<file path="src/sv/dex_encoded_value_decoder_assert.svh">
// Assertion macros shared by the decoder RTL.
`ifndef DEX_ENCODED_VALUE_DECODER_ASSERT_SVH
`define DEX_ENCODED_VALUE_DECODER_ASSERT_SVH

`ifndef ASSERT_OFF
`define DEXD_ASSERT(lbl, clk, rst_n, prop) \
  lbl: assert property (@(posedge clk) disable iff (!rst_n) (prop)) \
    else $error("decoder assertion failed");
`define DEXD_ASSERT_NEVER(lbl, clk, rst_n, cond) \
  lbl: assert property (@(posedge clk) disable iff (!rst_n) !(cond)) \
    else $error("decoder forbidden condition seen");
`else
`define DEXD_ASSERT(lbl, clk, rst_n, prop)
`define DEXD_ASSERT_NEVER(lbl, clk, rst_n, cond)
`endif

`endif

</file>
<file path="src/sv/dexd_pkg.sv">
package dexd_pkg;

  // Type codes carried in the low five bits of a header byte.
  localparam logic [4:0] KByte       = 5'h00;
  localparam logic [4:0] KShort      = 5'h02;
  localparam logic [4:0] KChar       = 5'h03;
  localparam logic [4:0] KInt        = 5'h04;
  localparam logic [4:0] KLong       = 5'h06;
  localparam logic [4:0] KFloat      = 5'h10;
  localparam logic [4:0] KDouble     = 5'h11;
  localparam logic [4:0] KString     = 5'h17;
  localparam logic [4:0] KType       = 5'h18;
  localparam logic [4:0] KField      = 5'h19;
  localparam logic [4:0] KMethod     = 5'h1A;
  localparam logic [4:0] KEnum       = 5'h1B;
  localparam logic [4:0] KArray      = 5'h1C;
  localparam logic [4:0] KAnnotation = 5'h1D;
  localparam logic [4:0] KNull       = 5'h1E;
  localparam logic [4:0] KBoolean    = 5'h1F;

  // Register indexes of the configuration port.
  localparam logic [1:0] RegStringCount = 2'd0;
  localparam logic [1:0] RegTypeCount   = 2'd1;
  localparam logic [1:0] RegFieldCount  = 2'd2;
  localparam logic [1:0] RegMethodCount = 2'd3;

  // Default depth of the queue between the parser and the finisher.
  localparam int unsigned QueueDepthDefault = 4;

  typedef enum logic [2:0] {
    ErrOk        = 3'd0,
    ErrArg       = 3'd1,
    ErrType      = 3'd2,
    ErrTrunc     = 3'd3,
    ErrIndex     = 3'd4,
    ErrContainer = 3'd5
  } dexd_err_e;

  // One finished value from the parser. When fin is set the raw bytes still
  // need extension and range checking; otherwise raw and err are final.
  typedef struct packed {
    logic [4:0]  kind;
    logic [3:0]  len;
    logic [63:0] raw;
    dexd_err_e   err;
    logic        fin;
  } dexd_job_t;

endpackage

</file>
<file path="src/sv/dexd_front.sv">
`include "dex_encoded_value_decoder_assert.svh"

module dexd_front (
  input  logic              clk_i,
  input  logic              rst_ni,
  input  logic              in_valid_i,
  output logic              in_ready_o,
  input  logic [7:0]        in_byte_i,
  input  logic              in_eod_i,
  output logic              push_o,
  output dexd_pkg::dexd_job_t push_job_o,
  input  logic              push_ready_i
);
  import dexd_pkg::*;

  logic        collecting_q, collecting_d;
  logic [4:0]  held_kind_q, held_kind_d;
  logic [3:0]  bytes_left_q, bytes_left_d;
  logic [2:0]  byte_pos_q, byte_pos_d;
  logic [3:0]  pay_len_q, pay_len_d;
  logic [63:0] assembly_q, assembly_d;

  logic        accept;
  logic [4:0]  hdr_kind;
  logic [2:0]  hdr_arg;
  logic [3:0]  hdr_len;
  dexd_err_e   hdr_err;
  logic [63:0] asm_new;
  logic [3:0]  left_new;

  assign in_ready_o = push_ready_i;
  assign accept     = in_valid_i && push_ready_i;
  assign hdr_kind   = in_byte_i[4:0];
  assign hdr_arg    = in_byte_i[7:5];
  assign asm_new    = assembly_q | ({56'd0, in_byte_i} << {byte_pos_q, 3'b000});
  assign left_new   = bytes_left_q - 4'd1;

  // Per-type argument check and payload length of a header byte.
  always_comb begin
    hdr_err = ErrOk;
    hdr_len = 4'd0;
    unique case (hdr_kind)
      KByte: begin
        if (hdr_arg != 3'd0) hdr_err = ErrArg;
        else hdr_len = 4'd1;
      end
      KArray, KAnnotation, KNull: begin
        if (hdr_arg != 3'd0) hdr_err = ErrArg;
      end
      KShort, KChar: begin
        if (hdr_arg >= 3'd2) hdr_err = ErrArg;
        else hdr_len = {1'b0, hdr_arg} + 4'd1;
      end
      KBoolean: begin
        if (hdr_arg >= 3'd2) hdr_err = ErrArg;
      end
      KInt, KFloat, KString, KType, KField, KMethod, KEnum: begin
        if (hdr_arg >= 3'd4) hdr_err = ErrArg;
        else hdr_len = {1'b0, hdr_arg} + 4'd1;
      end
      KLong, KDouble: begin
        hdr_len = {1'b0, hdr_arg} + 4'd1;
      end
      default: hdr_err = ErrType;
    endcase
  end

  always_comb begin
    collecting_d = collecting_q;
    held_kind_d  = held_kind_q;
    bytes_left_d = bytes_left_q;
    byte_pos_d   = byte_pos_q;
    pay_len_d    = pay_len_q;
    assembly_d   = assembly_q;
    push_o       = 1'b0;
    push_job_o   = '{kind: hdr_kind, len: 4'd0, raw: 64'd0, err: ErrOk, fin: 1'b0};
    if (accept) begin
      if (!collecting_q) begin
        if (hdr_err != ErrOk) begin
          push_o         = 1'b1;
          push_job_o.err = hdr_err;
        end else if (hdr_len == 4'd0) begin
          push_o = 1'b1;
          if (hdr_kind == KArray || hdr_kind == KAnnotation) begin
            push_job_o.err = ErrContainer;
          end else if (hdr_kind == KBoolean) begin
            push_job_o.raw = {61'd0, hdr_arg};
          end
        end else if (in_eod_i) begin
          push_o         = 1'b1;
          push_job_o.err = ErrTrunc;
        end else begin
          collecting_d = 1'b1;
          held_kind_d  = hdr_kind;
          pay_len_d    = hdr_len;
          bytes_left_d = hdr_len;
          byte_pos_d   = 3'd0;
          assembly_d   = 64'd0;
        end
      end else begin
        assembly_d       = asm_new;
        byte_pos_d       = byte_pos_q + 3'd1;
        bytes_left_d     = left_new;
        push_job_o.kind  = held_kind_q;
        if (left_new == 4'd0) begin
          push_o         = 1'b1;
          push_job_o.len = pay_len_q;
          push_job_o.raw = asm_new;
          push_job_o.fin = 1'b1;
          collecting_d   = 1'b0;
        end else if (in_eod_i) begin
          push_o         = 1'b1;
          push_job_o.err = ErrTrunc;
          collecting_d   = 1'b0;
        end
      end
    end
  end

  always_ff @(posedge clk_i or negedge rst_ni) begin
    if (!rst_ni) begin
      collecting_q <= 1'b0;
      held_kind_q  <= 5'd0;
      bytes_left_q <= 4'd0;
      byte_pos_q   <= 3'd0;
      pay_len_q    <= 4'd0;
      assembly_q   <= 64'd0;
    end else begin
      collecting_q <= collecting_d;
      held_kind_q  <= held_kind_d;
      bytes_left_q <= bytes_left_d;
      byte_pos_q   <= byte_pos_d;
      pay_len_q    <= pay_len_d;
      assembly_q   <= assembly_d;
    end
  end

  // While gathering payload there is always at least one byte still owed.
  `DEXD_ASSERT(a_front_left, clk_i, rst_ni, collecting_q |-> (bytes_left_q != 4'd0))

endmodule

</file>
<file path="src/sv/dexd_queue.sv">
`include "dex_encoded_value_decoder_assert.svh"

module dexd_queue #(
  parameter int unsigned Depth = dexd_pkg::QueueDepthDefault
) (
  input  logic                clk_i,
  input  logic                rst_ni,
  input  logic                push_i,
  input  dexd_pkg::dexd_job_t push_job_i,
  output logic                ready_o,
  output logic                valid_o,
  output dexd_pkg::dexd_job_t head_o,
  input  logic                pop_i
);
  import dexd_pkg::*;

  localparam int unsigned PtrW = (Depth > 1) ? $clog2(Depth) : 1;
  localparam int unsigned CntW = $clog2(Depth + 1);
  localparam logic [PtrW-1:0] LastPtr = PtrW'(Depth - 1);
  localparam logic [CntW-1:0] FullCnt = CntW'(Depth);

  dexd_job_t         slot_q [Depth];
  logic [PtrW-1:0]   wr_ptr_q, rd_ptr_q;
  logic [CntW-1:0]   count_q;
  logic              do_push, do_pop;

  assign ready_o = (count_q != FullCnt);
  assign valid_o = (count_q != '0);
  assign head_o  = slot_q[rd_ptr_q];
  assign do_push = push_i && ready_o;
  assign do_pop  = pop_i && valid_o;

  always_ff @(posedge clk_i) begin
    if (do_push) slot_q[wr_ptr_q] <= push_job_i;
  end

  always_ff @(posedge clk_i or negedge rst_ni) begin
    if (!rst_ni) begin
      wr_ptr_q <= '0;
      rd_ptr_q <= '0;
      count_q  <= '0;
    end else begin
      if (do_push) wr_ptr_q <= (wr_ptr_q == LastPtr) ? '0 : wr_ptr_q + 1'b1;
      if (do_pop)  rd_ptr_q <= (rd_ptr_q == LastPtr) ? '0 : rd_ptr_q + 1'b1;
      if (do_push && !do_pop)      count_q <= count_q + 1'b1;
      else if (do_pop && !do_push) count_q <= count_q - 1'b1;
    end
  end

  // The parser never offers an entry it would lose to a full queue.
  `DEXD_ASSERT_NEVER(a_queue_overrun, clk_i, rst_ni, push_i && !ready_o)
  // An empty queue has its read and write pointers equal.
  `DEXD_ASSERT(a_queue_empty_ptrs, clk_i, rst_ni, (count_q == '0) |-> (wr_ptr_q == rd_ptr_q))

endmodule

</file>
<file path="src/sv/dexd_back.sv">
`include "dex_encoded_value_decoder_assert.svh"

module dexd_back (
  input  logic                clk_i,
  input  logic                rst_ni,
  input  logic                cfg_we_i,
  input  logic [1:0]          cfg_idx_i,
  input  logic [31:0]         cfg_wdata_i,
  input  logic                job_valid_i,
  input  dexd_pkg::dexd_job_t job_i,
  output logic                job_pop_o,
  output logic                out_valid_o,
  input  logic                out_ready_i,
  output logic [4:0]          out_kind_o,
  output logic [63:0]         out_value_o,
  output logic [2:0]          out_err_o
);
  import dexd_pkg::*;

  logic [31:0] string_cnt_q, type_cnt_q, field_cnt_q, method_cnt_q;
  logic        out_valid_q;
  logic [4:0]  out_kind_q;
  logic [63:0] out_value_q;
  dexd_err_e   out_err_q;

  logic [3:0]  len;
  logic [6:0]  len_bits;
  logic [63:0] v;
  logic [31:0] limit;
  logic        indexed;
  logic [63:0] fin_value;
  dexd_err_e   fin_err;

  assign job_pop_o = job_valid_i && (!out_valid_q || out_ready_i);

  always_ff @(posedge clk_i or negedge rst_ni) begin
    if (!rst_ni) begin
      string_cnt_q <= 32'd0;
      type_cnt_q   <= 32'd0;
      field_cnt_q  <= 32'd0;
      method_cnt_q <= 32'd0;
    end else if (cfg_we_i) begin
      unique case (cfg_idx_i)
        RegStringCount: string_cnt_q <= cfg_wdata_i;
        RegTypeCount:   type_cnt_q   <= cfg_wdata_i;
        RegFieldCount:  field_cnt_q  <= cfg_wdata_i;
        RegMethodCount: method_cnt_q <= cfg_wdata_i;
      endcase
    end
  end

  // Length is clamped to one to eight bytes before it drives any shift.
  always_comb begin
    len = job_i.len;
    if (len < 4'd1) len = 4'd1;
    if (len > 4'd8) len = 4'd8;
    len_bits = {len, 3'b000};
  end

  always_comb begin
    v       = job_i.raw;
    limit   = 32'd0;
    indexed = 1'b0;
    unique case (job_i.kind)
      KByte, KShort, KInt, KLong: begin
        if (len < 4'd8 && v[6'(len_bits - 7'd1)]) v = v | ({64{1'b1}} << len_bits);
      end
      KFloat: begin
        if (len <= 4'd4) begin
          v = {32'd0, 32'(v << {3'(4'd4 - len), 3'b000})};
        end
      end
      KDouble: v = v << {4'd8 - len, 3'b000};
      KString: begin
        limit   = string_cnt_q;
        indexed = 1'b1;
      end
      KType: begin
        limit   = type_cnt_q;
        indexed = 1'b1;
      end
      KField, KEnum: begin
        limit   = field_cnt_q;
        indexed = 1'b1;
      end
      KMethod: begin
        limit   = method_cnt_q;
        indexed = 1'b1;
      end
      default: ;
    endcase
    if (!job_i.fin) begin
      fin_value = job_i.raw;
      fin_err   = job_i.err;
    end else if (indexed && ((|v[63:32]) || (v[31:0] >= limit))) begin
      fin_value = 64'd0;
      fin_err   = ErrIndex;
    end else begin
      fin_value = v;
      fin_err   = ErrOk;
    end
  end

  always_ff @(posedge clk_i or negedge rst_ni) begin
    if (!rst_ni) begin
      out_valid_q <= 1'b0;
    end else if (job_pop_o) begin
      out_valid_q <= 1'b1;
    end else if (out_ready_i) begin
      out_valid_q <= 1'b0;
    end
  end

  always_ff @(posedge clk_i) begin
    if (job_pop_o) begin
      out_kind_q  <= job_i.kind;
      out_value_q <= fin_value;
      out_err_q   <= fin_err;
    end
  end

  assign out_valid_o = out_valid_q;
  assign out_kind_o  = out_kind_q;
  assign out_value_o = out_value_q;
  assign out_err_o   = out_err_q;

  // Every error beat reports a zero value.
  `DEXD_ASSERT(a_back_err_zero, clk_i, rst_ni,
               (out_valid_q && out_err_q != ErrOk) |-> (out_value_q == 64'd0))

endmodule

</file>
<file path="src/sv/dex_encoded_value_decoder.sv">
// Encoded value decoder. Each input beat carries one byte of an encoded
// value stream on s_axis_tdata, with s_axis_tlast marking the last byte of
// the data section. A header byte holds the type code in its low five bits
// and an argument in its high three bits; the block checks the argument,
// gathers argument+1 payload bytes little-endian, extends or aligns them by
// type, range-checks table indices against the four count registers, and
// issues one output beat per value (or an error beat on early end of data,
// a bad argument, an unknown type, a container or an index out of range).
// The block takes one byte per clock cycle without a break as long as the
// output is drained; that rate is set by the byte parser, which updates its
// gathering state once per byte. The byte that completes a value writes its
// result into a slot of the result queue; from there it passes through the
// finishing stage into the output register once that register is free.
// A queue of QUEUE_DEPTH entries lets the parser keep accepting bytes while
// the output is stalled; once it fills, s_axis_tready drops. The count
// registers are written through cfg_we_i / cfg_idx_i / cfg_wdata_i and should
// only change while no value is in flight.
`include "dex_encoded_value_decoder_assert.svh"

module dex_encoded_value_decoder #(
  parameter int unsigned QUEUE_DEPTH = dexd_pkg::QueueDepthDefault
) (
  input  logic        clk_i,
  input  logic        rst_ni,

  // Configuration writes: 0 string count, 1 type count, 2 field count,
  // 3 method count.
  input  logic        cfg_we_i,
  input  logic [1:0]  cfg_idx_i,
  input  logic [31:0] cfg_wdata_i,

  // Input stream.
  input  logic        s_axis_tvalid,
  output logic        s_axis_tready,
  input  logic [7:0]  s_axis_tdata,   // [7:0] data_byte
  input  logic        s_axis_tlast,   // end_of_data

  // Output stream.
  output logic        m_axis_tvalid,
  input  logic        m_axis_tready,
  output logic [71:0] m_axis_tdata,   // [63:0] value_bits, [66:64] error_code, rest zero
  output logic [4:0]  m_axis_tuser    // [4:0] kind_code
);
  import dexd_pkg::*;

  logic      push;
  dexd_job_t push_job;
  logic      q_ready;
  logic      q_valid;
  dexd_job_t q_head;
  logic      q_pop;
  logic [63:0] out_value;
  logic [2:0]  out_err;

  // Front: parses headers and gathers payload, one byte per beat.
  dexd_front u_front (
    .clk_i        (clk_i),
    .rst_ni       (rst_ni),
    .in_valid_i   (s_axis_tvalid),
    .in_ready_o   (s_axis_tready),
    .in_byte_i    (s_axis_tdata),
    .in_eod_i     (s_axis_tlast),
    .push_o       (push),
    .push_job_o   (push_job),
    .push_ready_i (q_ready)
  );

  // Queue of parsed values between the parser and the finisher.
  dexd_queue #(
    .Depth (QUEUE_DEPTH)
  ) u_queue (
    .clk_i      (clk_i),
    .rst_ni     (rst_ni),
    .push_i     (push),
    .push_job_i (push_job),
    .ready_o    (q_ready),
    .valid_o    (q_valid),
    .head_o     (q_head),
    .pop_i      (q_pop)
  );

  // Back: sign/zero extension, float alignment, index checks, output register.
  dexd_back u_back (
    .clk_i       (clk_i),
    .rst_ni      (rst_ni),
    .cfg_we_i    (cfg_we_i),
    .cfg_idx_i   (cfg_idx_i),
    .cfg_wdata_i (cfg_wdata_i),
    .job_valid_i (q_valid),
    .job_i       (q_head),
    .job_pop_o   (q_pop),
    .out_valid_o (m_axis_tvalid),
    .out_ready_i (m_axis_tready),
    .out_kind_o  (m_axis_tuser),
    .out_value_o (out_value),
    .out_err_o   (out_err)
  );

  assign m_axis_tdata = {5'd0, out_err, out_value};

endmodule
</file>
<file path="config.mk">
export PLATFORM = sky130hd
export DESIGN_NAME = dex_encoded_value_decoder
export DESIGN_NICKNAME = d
export VERILOG_FILES = /design/src/sv/dexd_pkg.sv /design/src/sv/dexd_front.sv /design/src/sv/dexd_queue.sv /design/src/sv/dexd_back.sv /design/src/sv/dex_encoded_value_decoder.sv
export VERILOG_INCLUDE_DIRS = /design/src /design/src/sv
export SDC_FILE = /design/constraint.sdc
export NUM_CORES = 1
export LEC_CHECK = 0
export CAP_MARGIN = 10
export CORE_ASPECT_RATIO = 0.5
export CORE_MARGIN = 2
export CORE_UTILIZATION = 43
export CTS_CLUSTER_DIAMETER = 150
export DETAILED_ROUTE_END_ITERATION = 10
export DONT_BUFFER_PORTS = 1
export SYNTH_ARGS = -nofsm -noshare
export SYNTH_HDL_FRONTEND = slang
export SYNTH_HIERARCHICAL = 1
export SYNTH_SLANG_ARGS = --single-unit
</file>
<file path="constraint.sdc">
create_clock -name clk_i -period 9.4 [get_ports clk_i]
set_clock_uncertainty 0.1 [all_clocks]
set_input_delay 1.88 -clock clk_i [delete_from_list [all_inputs] [get_ports clk_i]]
set_output_delay 1.88 -clock clk_i [all_outputs]
set_load 0.01 [all_outputs]
</file>
* Word-level counts from Yosys, hierarchy flattened
Memories as Yosys holds them, arrays and structs flattened. Cells that the tools add are included.
Word-level totals: logic and storage cells 186, output and inout bits 79, memory bits (writable) 308, input port bits 48, memories 1, register bits after elaboration 289
Cells by class: $lt $le $gt $ge 8, reduce and logical (&&, ||, !) cells 39, add/sub/neg operators 10, bitwise operators 6, multiplexer cells 67, equality and inequality tests 34, shifts and indexed selects 4
Memory list:
- u_queue.slot_q | depth 4, bits a word 77, read ports 1, clocked after memory_dff 0, write ports 1, line dexd_queue.sv:22 | dexd_job_t slot_q [Depth];
Operator list (count):
- 64-bit 2-to-1 mux | 11
- 64-bit one-hot mux with 3 select lines | 1
- 64-bit bitwise OR | 2
- 32-bit one-hot mux with 4 select lines | 1
- 5-bit == test (second input constant) | 18
- 77-bit 2-to-1 mux | 1
- 68-bit 2-to-1 mux | 1
- 67-bit 2-to-1 mux | 1
- 64-bit by 6-bit left shift with 32-bit output | 1
- 64-bit by 7-bit left shift with 64-bit output | 1
- 64-bit by 7-bit left shift with 64-bit output (first input constant) | 1
- 8-bit by 6-bit left shift with 64-bit output | 1
- 3-bit 2-to-1 mux | 12
- 32-bit >= comparator | 1
- 4-bit 2-to-1 mux | 8
- 32-bit OR reduction | 1
- 1-bit 2-to-1 mux | 23
- 5-bit by 3-bit == test with 1-bit output (second input constant) | 4
- 4-bit one-hot mux with 4 select lines | 1
- 5-bit by 2-bit == test with 1-bit output (second input constant) | 3
- 3-bit one-hot mux with 4 select lines | 1
- 5-bit zero test | 2
- 9-bit 2-to-1 mux | 1
- 3-bit nonzero test | 3
- 36 further kinds | 68

* Depth between registers and ports, before layout
Gate-level depths: netlist (run 1). An unclocked memory read counts as a cell.
depth in word-level cells 16, mapped depth 31

* Modules after synthesis
The synthesis (run 1) kept the hierarchy.
By module, submodules not included:
- dexd_back | sequential area each 5390.2 sq um, instances 1, area an instance 13167.6 sq um, cells an instance 1299
- dexd_queue | sequential area each 9424.0 sq um, instances 1, area an instance 11542.3 sq um, cells an instance 440
- dexd_front | sequential area each 2026.9 sq um, instances 1, area an instance 4994.8 sq um, cells an instance 628
- dex_encoded_value_decoder | sequential area each 0.0 sq um, instances 1, area an instance 41.3 sq um, cells an instance 6

* Least setup slack after synthesis (run 1)
Ideal clock, no wire load.
path type reg2reg, start reg u_queue.rd_ptr_q[0], end reg u_back.out_value_q[31], in the netlist u_back/out_value_o[31], data pin, stages on the path, launching flop included 30, required time 9.155 ns, setup slack 2.836 ns, clock period less this slack 6.564 ns, arrival 6.319 ns, path through dfrtp_1 > buf_6 > buf_4 > mux4_2 > o21ba_4 > nor2_8 > inv_4 > buf_2 > buf_1 > ha_1 > ha_1 > buf_2 > clkbuf_1 > nor4b_1 > o21a_1 > clkbuf_1 > nand2_1 > nand2_1 > clkbuf_1 > a22oi_1 > ha_1 > nand2b_1 > a2111oi_0 > o32ai_1 > o21ai_0 > a311oi_1 > nor4_1 > nand4_1 > clkbuf_2 > o21ai_1
RTL lines:
- from (decl) | line dexd_queue.sv:23 | logic [PtrW-1:0] wr_ptr_q, rd_ptr_q;
- from (signal assigned) | line dexd_queue.sv:44 | if (do_pop) rd_ptr_q <= (rd_ptr_q == LastPtr) ? '0 : rd_ptr_q + 1'b1;
- to (signal assigned) | line dexd_back.sv:117 | out_value_q <= fin_value;
- to (decl) | line dexd_back.sv:23 | logic [63:0] out_value_q;

==> results of run 1 <==
==> worst max path at each step <==
stage	startpoint	endpoint	slack, ps
after floorplan	u_queue/rd_ptr_q[0]	u_back/out_value_o[31]	2840
after detailed placement	u_queue/rd_ptr_q[0]	u_back/out_err_o[2]	1920
after CTS	u_queue/rd_ptr_q[0]	u_back/out_err_o[2]	1910
after global routing	u_queue/rd_ptr_q[0]	u_back/out_err_o[2]	1520
after global placement	u_queue/rd_ptr_q[0]	u_back/out_err_o[2]	2130
final	u_queue/rd_ptr_q[0]	u_back/out_err_o[2]	1750
==> routing by layer <==
layer	track usage (%)	wire [um]
met3	4.99	7680
met1	37.0	39900
met5	0	0
met2	36.8	40000
met4	6.90	2120
==> area by class of cell <==
cell class,instances,area [um^2]
Antenna cell,1,2.50
Clock buffer,67,1440
Clock inverter,33,403
Fill cell,6062,36500
Inverter,32,123
Multi-Input combinational cell,1552,11900
Sequential cell,597,16800
Tap cell,910,1140
Timing Repair Buffer,46,345
==> Yosys cell counts, types with 48 or more instances <==
cell | n | area (um^2)
edfxtp_1 | 380 | 11400
nor2_1 | 150 | 563
mux2_2 | 144 | 1620
o21a_1 | 65 | 488
nor3_1 | 81 | 405
a21oi_1 | 137 | 686
mux4_2 | 95 | 2140
o21ai_0 | 73 | 365
clkbuf_1 | 110 | 413
nand2_1 | 231 | 867
dfrtp_1 | 217 | 5430
nand4_1 | 48 | 300
==> logic make-up (layout without fill, tap and decap cells) <==
kind of cell    count (synthesis)  count (layout)  share of synthesized area, %
flops                         597             597                          56.6
other cells                     1               6                        0.0126
fa+ha+maj                      48              48                          2.04
xor+xnor                        3               3                        0.0883
buf+inv                       228             178                          3.72
simple gates                  657             657                          10.5
mux                           265             265                          13.8
compound gates                574             574                          13.3
==> power by group through the flow <==
stage	logic, uW	registers, uW	clock network (uW)
finish	5910	4000	2300
global route	6270	4070	2460
CTS	5780	4010	2340
detailed placement	5760	4060	0
global placement	5760	4050	0
floorplan	4050	3900	0
==> flip-flops by register name, indices dropped and copies added, names as in the netlist <==
signal and count:
u_queue/wr_ptr_q 2, u_front/assembly_q 64, u_front/bytes_left_q 4, u_front/byte_pos_q 3, u_back/type_cnt_q 32, u_back/out_err_o 3
u_back/string_cnt_q 32, u_queue/count_q 3, u_front/held_kind_q 5, u_back/method_cnt_q 32, u_back/out_value_o 64, u_back/field_cnt_q 32
u_queue/slot_q 308, u_back/out_kind_o 5, u_front/pay_len_q 4, u_front/collecting_q 1, u_queue/rd_ptr_q 2, u_back/out_valid_o 1
==> through the flow <==
step / hold slack [ps] / area (um^2) / worst slack [ps]
6_report: 393 / 32200 / 1750
5_1_grt: 401 / 32200 / 1520
4_1_cts: 395 / 32200 / 1910
3_5_place_dp: 380 / 30400 / 1920
3_3_place_gp: 373 / 30400 / 2130
2_1_floorplan: 341 / 29800 / 2840
==> cell usage in the layout, fill, tap and decap left out, types with 14 or more instances in the layout <==
master | netlist | layout
edfxtp_1 | 380 | 380
nand2_1 | 231 | 231
dfrtp_1 | 217 | 215
nor2_1 | 150 | 148
mux2_2 | 144 | 144
a21oi_1 | 137 | 136
mux4_2 | 95 | 95
nor3_1 | 81 | 80
o21ai_0 | 73 | 73
o21a_1 | 65 | 65
clkbuf_16 | 0 | 53
nand4_1 | 48 | 48
ha_1 | 47 | 47
buf_4 | 16 | 46
o21ai_1 | 41 | 41
a222oi_1 | 36 | 36
a211oi_1 | 36 | 36
nand3_1 | 33 | 33
a21boi_0 | 32 | 32
inv_1 | 28 | 28
nand2b_1 | 22 | 21
mux2i_1 | 19 | 19
o211ai_1 | 15 | 15
o22ai_1 | 14 | 14
==> results.toml, run 1 <==
[job]
max-cap-violations = 0

[cts]
clk_latency_ps = 630
h-tree-depth = 2
cts_setup_buffers = 0
clk_pin_slew_ps = 70
clockBufferDepth = 3
cts.sinks = 597
hold_buffers = 0
cts_buffers = 53
tritoncts = "done"
ctsRootBufferMaster = "clkbuf_16"
post_cts_resized = 0

[pwr]
power.density_nw_per_um2 = 379
p_leak_uw = 0.0115
p_sw_share_pct = 43.2
clockPowerShare_pct = 18.8
ir_drop_mv = 0.292
p_int_uw = 6930
totalPowerFinal_uw = 12200
pwr-share-seq_pct = 32.8
netSwitchingPower_uw = 5280
comb_power_share_pct = 48.4

[worst_setup_path]
cp.arrival_ps = 7900
cp-end-kind = "flop"
critical_path_class = "flop to flop"
reg2reg_to = "u_back/out_err_o[2]"
path_common_cell = "ha_1"
cp_top_family = "compound AO/OA/AOI/OAI gates"
worstRegToRegCells = 22
r2r_slack_ps = 1750
worstSetupPathDepth = 22
cp-start-kind = "flop"
crit_buf_inv = 2
worstReg2RegStart = "u_queue/rd_ptr_q[0]"
cp.required_ps = 9640
worst_path_max_delay_cell = "dfrtp_4"
max_stage_delay_ps = 860
worst-path-max-fanout = 33
cp_cell_sequence = "mux4_2 -> o21ba_4 -> nor2_8 -> inv_4 -> ha_1 -> ha_1 -> nor2b_1 -> a21boi_1 -> o211ai_1 -> nor3_1 -> o21ai_0 -> nand2_1 -> ha_1 -> a21o_1 -> nand3_1 -> a211oi_1 -> a2111oi_0 -> nand4_1 -> nor4_1 -> nand4_1 -> buf_4 -> a2bb2oi_1"

[timing]
grt_setup_unrepaired = "false"
setup_viol = 0
maxSlewViolCount = 0
slew_headroom_pct = 24.7
tightest_slew_ps = 1120
tns_ps = 0
max_freq_ghz = 0.131
period_minus_slack_ps = 7660
hold_violations = 0
fin_crit_sh_pct = 81.4

[drt]
antenna_left = 0
vias = 20500
first_pass_iters = 8
drt_iter0_markers = 2509
drc = 0
via_per_inst = 6.34
avgRoutedWirePerCell_um = 27.7
routed_wl_um = 89700

[grt]
antenna_found_initial = 2
grt-ovfl-total = 0
grt_pass1_wl_um = 133000
grt.total_usage_pct = 24.8
grt_pass1_vias = 19700
grt_max_degree = 218

[synth]
synthCells = 2373
ys_types = 98
ys_warn_count = 6
async_reset_ff_share_pct = 36.3
ys_seq_area_share_pct = 56.6
syn_area_per_cell_um2 = 12.5
synth_flop_cell = "edfxtp_1"
synth-edff-count = 380
ys_ff_latch = 597
synthesis.area_um2 = 29700

[final_layout]
final_cells = 3238
area_growth_pct = 8.24
finalCoreUtilization_pct = 46.9
fin_nets = 2378
final_layout_size_suffix_gt1_share_pct = 17.6

[place]
io_buffers = 0
globalplace.congestion = 1.01
placed_cells = 3137
dp_hpwl_um = 57800

[floorplan]
start_util_pct = 43.3
die_w_um = 376
die_y_um = 190
ios = 127
core_um2 = 68700
dieArea_um2 = 71400
rows = 68

[hold_path]
hp-class = "flop to flop"
hp-start = "u_front/assembly_q[51]"
holdPathStages = 1
min_to = "u_front/assembly_q[51]"

[run_status]
status = "finished, final reports clean"
(Power assumes the default switching activity.)
==> run 2, diff against run 1 <==
Clock period 9.4 ns to 7.5 ns, I/O delays scaled along.
==> run 2 against run 1 <==
Power increased by 25%. Hold slack worse by 2.7 ps. Fmax grew 8.2%. Critical path type unchanged. Highest routed layer unchanged.
==> results.toml, run 2 (synthesis gave the netlist of run 1 again) <==
[run_status]
status = "finished, final reports clean"

[timing]
period_minus_slack_ps = 7080
fin_crit_sh_pct = 94.3
setup_viol = 0
hold_violations = 0
grt_setup_unrepaired = "false"
max_freq_ghz = 0.141
tns_ps = 0
tightest_slew_ps = 1190
maxSlewViolCount = 0
slew_headroom_pct = 20.0

[grt]
grt_pass1_vias = 19500
antenna_found_initial = 1
grt_pass1_wl_um = 132000
grt_max_degree = 218
grt-ovfl-total = 0
grt.total_usage_pct = 24.7

[floorplan]
dieArea_um2 = 71400
core_um2 = 68700
start_util_pct = 43.3
rows = 68
ios = 127
die_w_um = 376
die_y_um = 190

[cts]
cts_setup_buffers = 0
tritoncts = "done"
clockBufferDepth = 3
ctsRootBufferMaster = "clkbuf_16"
hold_buffers = 0
clk_latency_ps = 660
clk_pin_slew_ps = 70
cts_buffers = 54
h-tree-depth = 2
post_cts_resized = 0
cts.sinks = 597

[drt]
avgRoutedWirePerCell_um = 27.4
first_pass_iters = 6
via_per_inst = 6.37
drt_iter0_markers = 2506
drc = 0
vias = 20700
routed_wl_um = 89000
antenna_left = 0

[place]
io_buffers = 0
dp_hpwl_um = 57300
globalplace.congestion = 1.02
postPlaceCellArea_um2 = 30400

[worst_setup_path]
cp.required_ps = 7860
crit_buf_inv = 3
worst_path_max_delay_cell = "a211oi_1"
cp.arrival_ps = 7430
reg2reg_to = "u_back/out_value_o[3]"
max_stage_delay_ps = 1020
worstRegToRegCells = 21
cp_cell_sequence = "mux4_2 -> o21ba_4 -> nor2_8 -> inv_4 -> ha_1 -> ha_1 -> buf_4 -> o21ai_0 -> mux2i_1 -> a211oi_1 -> a22oi_1 -> ha_1 -> nand2b_1 -> a2111oi_0 -> o32ai_1 -> o21ai_0 -> a311oi_1 -> nor4_1 -> nand4_1 -> buf_4 -> o21ai_1"
worst-path-max-fanout = 28
r2r_slack_ps = 420
critical_path_class = "flop to flop"
path_common_cell = "ha_1"
cp-end-kind = "flop"
cp_top_family = "compound AO/OA/AOI/OAI gates"
worstReg2RegStart = "u_queue/rd_ptr_q[0]"
cp-start-kind = "flop"

[job]
max-cap-violations = 0

[hold_path]
holdPathStages = 1
hp-class = "flop to flop"
min_to = "u_front/assembly_q[9]"
hp-start = "u_front/assembly_q[9]"

[final_layout]
top_register = "u_queue/slot_q"
mostFrequentLayoutCells = "380 x edfxtp_1, 231 x nand2_1, 215 x dfrtp_1"
final_layout_size_suffix_gt1_share_pct = 17.9
final_common_cell = "edfxtp_1"
area_growth_pct = 8.52
fin_nets = 2388
antenna_cells = 0
final_area_um2 = 32300
largest_reg_flops = 308

[pwr]
power.density_nw_per_um2 = 474
p_leak_uw = 0.0115
ir_drop_mv = 0.325
-- run 2: cell count changes in the layout (fill, tap and decap cells not counted), moves of 2 or more --
cell	delta
clkinvlp_2	-2
buf_12	+2
clkinv_4	+2
buf_4	+7
clkinv_1	+2
-- run 2: final cells by class --
cell class | count | area (um^2)
timing repair buffer | 55 | 438
multi-input combinational | 1552 | 11900
tap | 910 | 1140
clock inverter | 33 | 380
sequential | 597 | 16800
inverter | 32 | 123
fill | 6025 | 36400
clock buffer | 68 | 1460
-- run 2: worst reg2reg max path, stage by stage (launching register included) --
cell	delay (ps)
dfrtp_4	520
mux4_2	680
o21ba_4	360
nor2_8	140
inv_4	40
ha_1	220
ha_1	290
buf_4	230
o21ai_0	300
mux2i_1	200
a211oi_1	1030
a22oi_1	240
ha_1	330
nand2b_1	140
a2111oi_0	430
o32ai_1	120
o21ai_0	150
a311oi_1	180
nor4_1	250
nand4_1	340
buf_4	390
o21ai_1	210
-- run 2: routing by layer --
layer	vias up	GRT usage (%)	part of all wire [%]
li1	8946	-	-
met1	10600	37.2	45
met2	976	36.2	44
met3	181	4.56	8.2
met4	0	7.15	3.1
met5	-	0	0
-- run 2: how the worst max path moves through the flow --
stage	cells after the start	startpoint	slack, ps	end
finish	21	u_queue/rd_ptr_q[0]	420	u_back/out_value_o[3]
global route	21	u_queue/rd_ptr_q[0]	150	u_back/out_value_o[0]
CTS	22	u_queue/rd_ptr_q[0]	590	u_back/out_value_o[0]
detailed placement	22	u_queue/rd_ptr_q[0]	660	u_back/out_value_o[3]
global placement	21	u_queue/rd_ptr_q[0]	700	u_back/out_value_o[0]
floorplan	29	u_queue/rd_ptr_q[0]	940	u_back/out_value_o[31]
-- run 2: power breakdown --
part	internal [uW]	switching [uW]
Combinational	2600	4870
Sequential	4510	463
Clock	1600	1270
-- run 2: through the flow --
step / instances / util, % / worst slack, ps / total power, uW / hold WS [ps]
2_1_floorplan: 2377 / - / 936 / 9970 / 341
4_1_cts: 3247 / 47.0 / 590 / 15200 / 395
5_1_grt: 3247 / 47.0 / 155 / 16000 / 399
3_5_place_dp: 3146 / 44.3 / 655 / 12300 / 380
3_3_place_gp: 3146 / 44.3 / 700 / 12300 / 373
6_report: 3247 / 47.0 / 424 / 15300 / 391
